--- config.mk ---
export PLATFORM = sky130hd
export DESIGN_NAME = mcw_count_store
export DESIGN_NICKNAME = d
export VERILOG_FILES = /design/src/hw/rtl/mcw_pkg.sv /design/src/hw/rtl/mcw_count_store.sv
export SDC_FILE = /design/constraint.sdc
export NUM_CORES = 2
export LEC_CHECK = 0
export BUFFER_PORTS_ARGS = -buffer_cell sky130_fd_sc_hd__buf_2
export CAP_MARGIN = 40
export CELL_PAD_IN_SITES_DETAIL_PLACEMENT = 0
export CELL_PAD_IN_SITES_GLOBAL_PLACEMENT = 1
export CORE_MARGIN = 2
export CORE_UTILIZATION = 27
export DETAILED_ROUTE_END_ITERATION = 10
export PLACE_DENSITY = 0.44
export REMOVE_ABC_BUFFERS = 1
export SLEW_MARGIN = 25
export SYNTH_ARGS = -nofsm -noshare
export SYNTH_HDL_FRONTEND = slang
export SYNTH_SLANG_ARGS = --single-unit
export TNS_END_PERCENT = 20
--- constraint.sdc ---
create_clock -name clk -period 10.7 [get_ports clk]
set_input_delay 2.14 -clock clk [delete_from_list [all_inputs] [get_ports clk]]
set_output_delay 2.14 -clock clk [all_outputs]
set_load 0.01 [all_outputs]
--- src/hw/rtl/mcw_pkg.sv ---
// shared types and constants for the minimum covering window block
// no dependencies; imported by every module of the block
package mcw_pkg;

  localparam int MAX_LEN  = 1024;
  localparam int ALPHABET = 128;

  localparam int SYM_W  = $clog2(ALPHABET);
  localparam int ADDR_W = $clog2(MAX_LEN);
  localparam int POS_W  = $clog2(MAX_LEN + 1);
  localparam int CNT_W  = $clog2(MAX_LEN + 2);
  localparam int KIND_W = $clog2(ALPHABET + 1);

  // a need count of this value can never be met
  localparam logic [CNT_W-1:0] NEED_CAP  = CNT_W'(MAX_LEN + 1);
  localparam logic [POS_W-1:0] BEST_NONE = '1;

  localparam logic REQ_PATTERN = 1'b0;
  localparam logic REQ_SOURCE  = 1'b1;

  typedef struct packed {
    logic       req_type;
    logic [6:0] char_code;
    logic       last;
  } in_t;

  typedef struct packed {
    logic        found;
    logic [9:0]  start_index;
    logic [10:0] window_length;
    logic        overflow;
  } out_t;

  typedef struct packed {
    logic [CNT_W-1:0] need;
    logic [CNT_W-1:0] have;
  } cnt_entry_t;

  typedef struct packed {
    logic             rd_en;
    logic [SYM_W-1:0] rd_addr;
    logic             wr_en;
    logic [SYM_W-1:0] wr_addr;
    cnt_entry_t       wr_data;
    logic             clear;
  } cnt_req_t;

  typedef struct packed {
    logic              wr_en;
    logic [ADDR_W-1:0] wr_addr;
    logic [SYM_W-1:0]  wr_data;
    logic              rd_en;
    logic [ADDR_W-1:0] rd_addr;
  } src_req_t;

  typedef enum logic [2:0] {
    ST_IDLE,
    ST_PAT,
    ST_SRC,
    ST_CHECK,
    ST_LREAD,
    ST_LUPD,
    ST_DONE
  } state_t;

endpackage

--- src/hw/rtl/mcw_count_store.sv ---
// per-character need/have count memory with registered read
// per-entry valid bits let one clear request empty every entry; depends on mcw_pkg
module mcw_count_store import mcw_pkg::*; (
  input  logic       clk,
  input  logic       rst_n,
  input  cnt_req_t   req,
  output cnt_entry_t rd_data
);

  cnt_entry_t            mem [ALPHABET];
  logic [ALPHABET-1:0]   vld_r;
  cnt_entry_t            rd_data_r;
  logic                  rd_vld_r;

  always_ff @(posedge clk) begin
    if (req.wr_en) begin
      mem[req.wr_addr] <= req.wr_data;
    end
    if (req.rd_en) begin
      rd_data_r <= mem[req.rd_addr];
    end
  end

  always_ff @(posedge clk) begin
    if (!rst_n) begin
      vld_r    <= '0;
      rd_vld_r <= 1'b0;
    end else begin
      if (req.clear) begin
        vld_r <= '0;
      end else if (req.wr_en) begin
        vld_r[req.wr_addr] <= 1'b1;
      end
      if (req.rd_en) begin
        rd_vld_r <= vld_r[req.rd_addr];
      end
    end
  end

  // entries not written this job read as zero counts
  assign rd_data = rd_vld_r ? rd_data_r : '0;

endmodule

======== Word level (Yosys, flattened, before mapping) ========
Memories as Yosys holds them, arrays and structs flattened. A register that Yosys moved wholly into a read port is not among the register bits.
Index checks and enable logic that the tools add are counted.
operators by class
  bitwise logic cells ..................... 2
  reduce and logical (&&, ||, !) cells .... 2
  mux-type cells .......................... 7
  $lt $le $gt $ge ......................... 3
operators with widths
  cell                                                  number
  bitwise OR 128 bit                                    1
  two-way mux 22 bit                                    1
  < comparator 7 x 8 -> 1 bit (second input constant)   2
  binary-select mux 1 bit (select 7 bit)                1
  demux 1 bit (select 7 bit)                            1
  >= comparator 7 x 1 -> 1 bit (second input constant)  1
  two-way mux 1 bit                                     4
  OR reduction 2 bit                                    1
  logical AND 1 bit                                     1
  NOT 1 bit                                             1
storage, ports and cells
  memories kept ........................... 1
  flip-flop bits (word level) ............. 129
  output and inout port bits .............. 22
  bits of input ports ..................... 41
  RAM bits ................................ 2816
  word-level logic and storage cells ...... 17
memory list
  name  depth  width  read ports  clocked after Yosys merged registers in  write ports  line                   RTL
  mem   128    22     1           1                                        1            mcw_count_store.sv:10  cnt_entry_t mem [ALPHABET];

======== Depth between registers and ports, before layout ========
  depth in word-level cells ............... 5
  gate-level depth with buffers ........... 12

======== Worst setup path before layout ========
OpenSTA, ideal clock, no wires.
  path type ............................... in2reg
  start ................................... input port req[31] in the netlist's numbering
  end ..................................... register, netlist name rd_data_r[10]
  slack ................................... 5780 ps
  library setup time ...................... 260 ps
  cell stages on the path ................. 7
  path buffers ............................ 3
  arrival ................................. 4660 ps
  cell sequence ........................... buf_2 buf_2 buf_1 mux4_2 mux4_2 mux4_2 mux2_2
RTL lines
  element      line                  RTL
  from (decl)  mcw_count_store.sv:6  input cnt_req_t req,

==> results.md <==
- Outcome: finished clean
- Die Y: 650 µm
- Postcts setup bufs: 0
- Gate power share: 5.2%
- Largest net degree at the start of global routing: 106
- Fin nets: 5145
- Number of synthesized flops with an enable pin: 2838
- Post-layout util: 32.0%
- Total GRT Usage: 16.4%
- Resized cells post-CTS: 0
- Reg2reg setup slack: 7.91 ns
- Final period util: 49.3%
- CTS tree: built
- First-pass GRT wire length: 480000 µm
- RR Endpoint: rd_data_r[17]
- Clock tree buffer depth: 4
- Internal Power: 0.0196 W
- WL/cell: 32.4 µm
- Top cell type's share of synthesized area: 75.5%
- Max rail drop VDD: 0.000124 V
- PnR Total Power: 0.0252 W
- Post-layout min period: 5.28 ns
- Synth Cell Area: 113000 µm²
- Worst EP arrival: 5.95 ns
- Pwr Density: 189 nW/µm²
- P_sw: 0.00557 W
- H-Tree Level Count: 5
- Die width: 650 µm
- Synthesis Warnings: 0
- Area growth syn-to-layout: 18.3%
- Final setup TNS: 0 ns
- Dpl ws: 4.40 ns
- Post-route cell area: 133000 µm²
- #FFs+latches synth: 2967
- Initial Utilization: 27.1%
- Post-DP Area: 122000 µm²
- Core Region: 416000 µm²
- Syn Area/Cell: 24.0 µm²
- Cts bufs inserted: 334
- Synth area leaders: edfxtp_1 76%, mux4_2 19%, dfxtp_1 2.3%
- Gate Count Post-Synth: 4703
- Sw Share: 22.1%
- Max Slew Vio Count: 0
- Max FO, Critical Path: 66
- Die area: 423000 µm²
- Lkg Pwr: 40.4 nW
- CP peak stage delay: 0.68 ns
- Most frequent cells in the layout: 2838 x edfxtp_1, 949 x mux4_2, 341 x clkbuf_16, 252 x nor2_1, 208 x buf_4
- Clock share of power: 44.0%
- Most used cell, CP: mux4_2
- Routed WL: 353000 µm
- Total clock sinks: 2967
- Crit path capture: rd_data_r[14]
- DR iter-0 viols: 5870
- Initial antenna violation count: 42
- Drt via density: 4.79
- WS Path Type: in -> reg
- Async S/R FF share, synth: 0%
- Top_reg_cell synth: edfxtp_1
- Tightest Pin Transition: 0.957 ns
- Hold Vio Cnt, Final: 0
- Seq pwr share: 50.8%
- R2r startpoint: mem[83][17]
- Synth area leader: edfxtp_1
- CP Capture Type: flop
- Launch point of the worst path: req[31]
- Relative slew slack: 36.2%
- Netlist cell types: 42
- Min setup slack post-route: 5.42 ns
- Hold buffers post-CTS: 0
- FMAX: 0.189 GHz
- Commonest non-fill, non-tap cell in the layout: edfxtp_1
- Hpwl dp: 198000 µm
- Setup crit start kind: input pin
- R2R depth: 4
- Clock skew: 0.0313 ns
- Sequential cell area fraction in the yosys report: 77.8%
- Number of port buffers: 62
- RSZ-0062 raised after global routing: no
- # DRC: 0
- Clock Latency Late Sink: 0.92 ns
- Vias: 52300
- Critical Path, Cell by Cell: buf_12 -> buf_4 -> buf_4 -> mux4_2 -> mux4_2 -> mux4_2 -> mux2_2
- ANT nets after route: 0
- Root Driver: clkbuf_16
- Slowest stage cell on the critical path: mux4_2
- CTS clk-pin slew, worst paths: 0.06 ns
- Max-cap check violation count: 0
- Pre-Repair DR Iteration Count: 5
- # setup viols final: 0
- Io pins: 63
- Layout cells sized above 1: 35.3%
- Total gr overflow: 0
- Vias in the first global route: 54700
- WP data required: 11.37 ns
- Std cell rows: 237
- GP Congestion: 0.737
- Hold Path Class: reg -> reg
cells in the mapped netlist (11+ instances only):
cell	instances
buf_2	62
and2_1	23
mux2_2	32
mux4_2	949
nand3_1	16
nand2_1	14
nor2b_1	11
dfxtp_1	129
nor2_1	380
buf_1	51
edfxtp_1	2838
clkbuf_1	124
kinds of logic after synthesis:
logic type,count (synthesis),share of synthesized area [%]
DFF,2967,77.8
muxes,988,19.3
and+or+nand+nor,468,1.71
buffers and inverters,252,0.954
AOI/OAI and AO/OA,28,0.187
state kept, by name, summed over array words and instances (netlist names):
signal     cells
mem         2816
vld_r        128
rd_data_r     22
rd_vld_r       1
worst max-delay path, delay by kind of cell:
kind     cells  cell delay (ns)
buf+inv      3             1.50
mux          4             2.12
layout make-up:
| class | instances | area (µm²) |
|---|---|---|
| antenna | 43 | 108 |
| sequential | 2967 | 87800 |
| fill | 39400 | 283000 |
| multi-input combinational | 1484 | 24900 |
| clock inverter | 185 | 1520 |
| clock buffer | 425 | 8970 |
| inverter | 4 | 25.0 |
| timing repair buffer | 313 | 3200 |
| tap | 5497 | 6880 |
per-stage QoR:
| stage | hold slack, ns | cells |
|---|---|---|
| 2_1_floorplan | 0.435 | 4455 |
| 3_3_place_gp | 0.443 | 10200 |
| 3_5_place_dp | 0.450 | 10200 |
| 4_1_cts | 0.464 | 10900 |
| 5_1_grt | 0.482 | 10900 |
| 6_report | 0.460 | 10900 |
power groups by stage:
stage          clock network (W)  registers, W  logic (W)
2_1_floorplan                  0        0.0130   0.000506
3_3_place_gp                   0        0.0130    0.00131
3_5_place_dp                   0        0.0130    0.00133
4_1_cts                   0.0114        0.0128    0.00133
5_1_grt                   0.0118        0.0128    0.00138
6_report                  0.0111        0.0128    0.00131
worst min path at each step:
stage                     from         end  slack, ns  depth (start not counted)
floorplan            vld_r[33]   vld_r[33]       0.43                          2
finish               vld_r[82]   vld_r[82]       0.46                          1
global placement     vld_r[83]   vld_r[83]       0.44                          1
CTS                  vld_r[82]   vld_r[82]       0.46                          1
global route        vld_r[125]  vld_r[125]       0.48                          2
detailed placement   vld_r[82]   vld_r[82]       0.45                          1
metal layers:
| layer | up-vias | track usage [%] | wire length [µm] |
|---|---|---|---|
| met2 | 1290 | 27.4 | 173000 |
| met4 | 6 | 3.64 | 7960 |
| met3 | 392 | 2.06 | 15700 |
| li1 | 21000 | - | - |
| met1 | 29700 | 23.0 | 157000 |
| met5 | - | 0 | 46 |
Note: power is estimated with default switching activity, not from simulation.
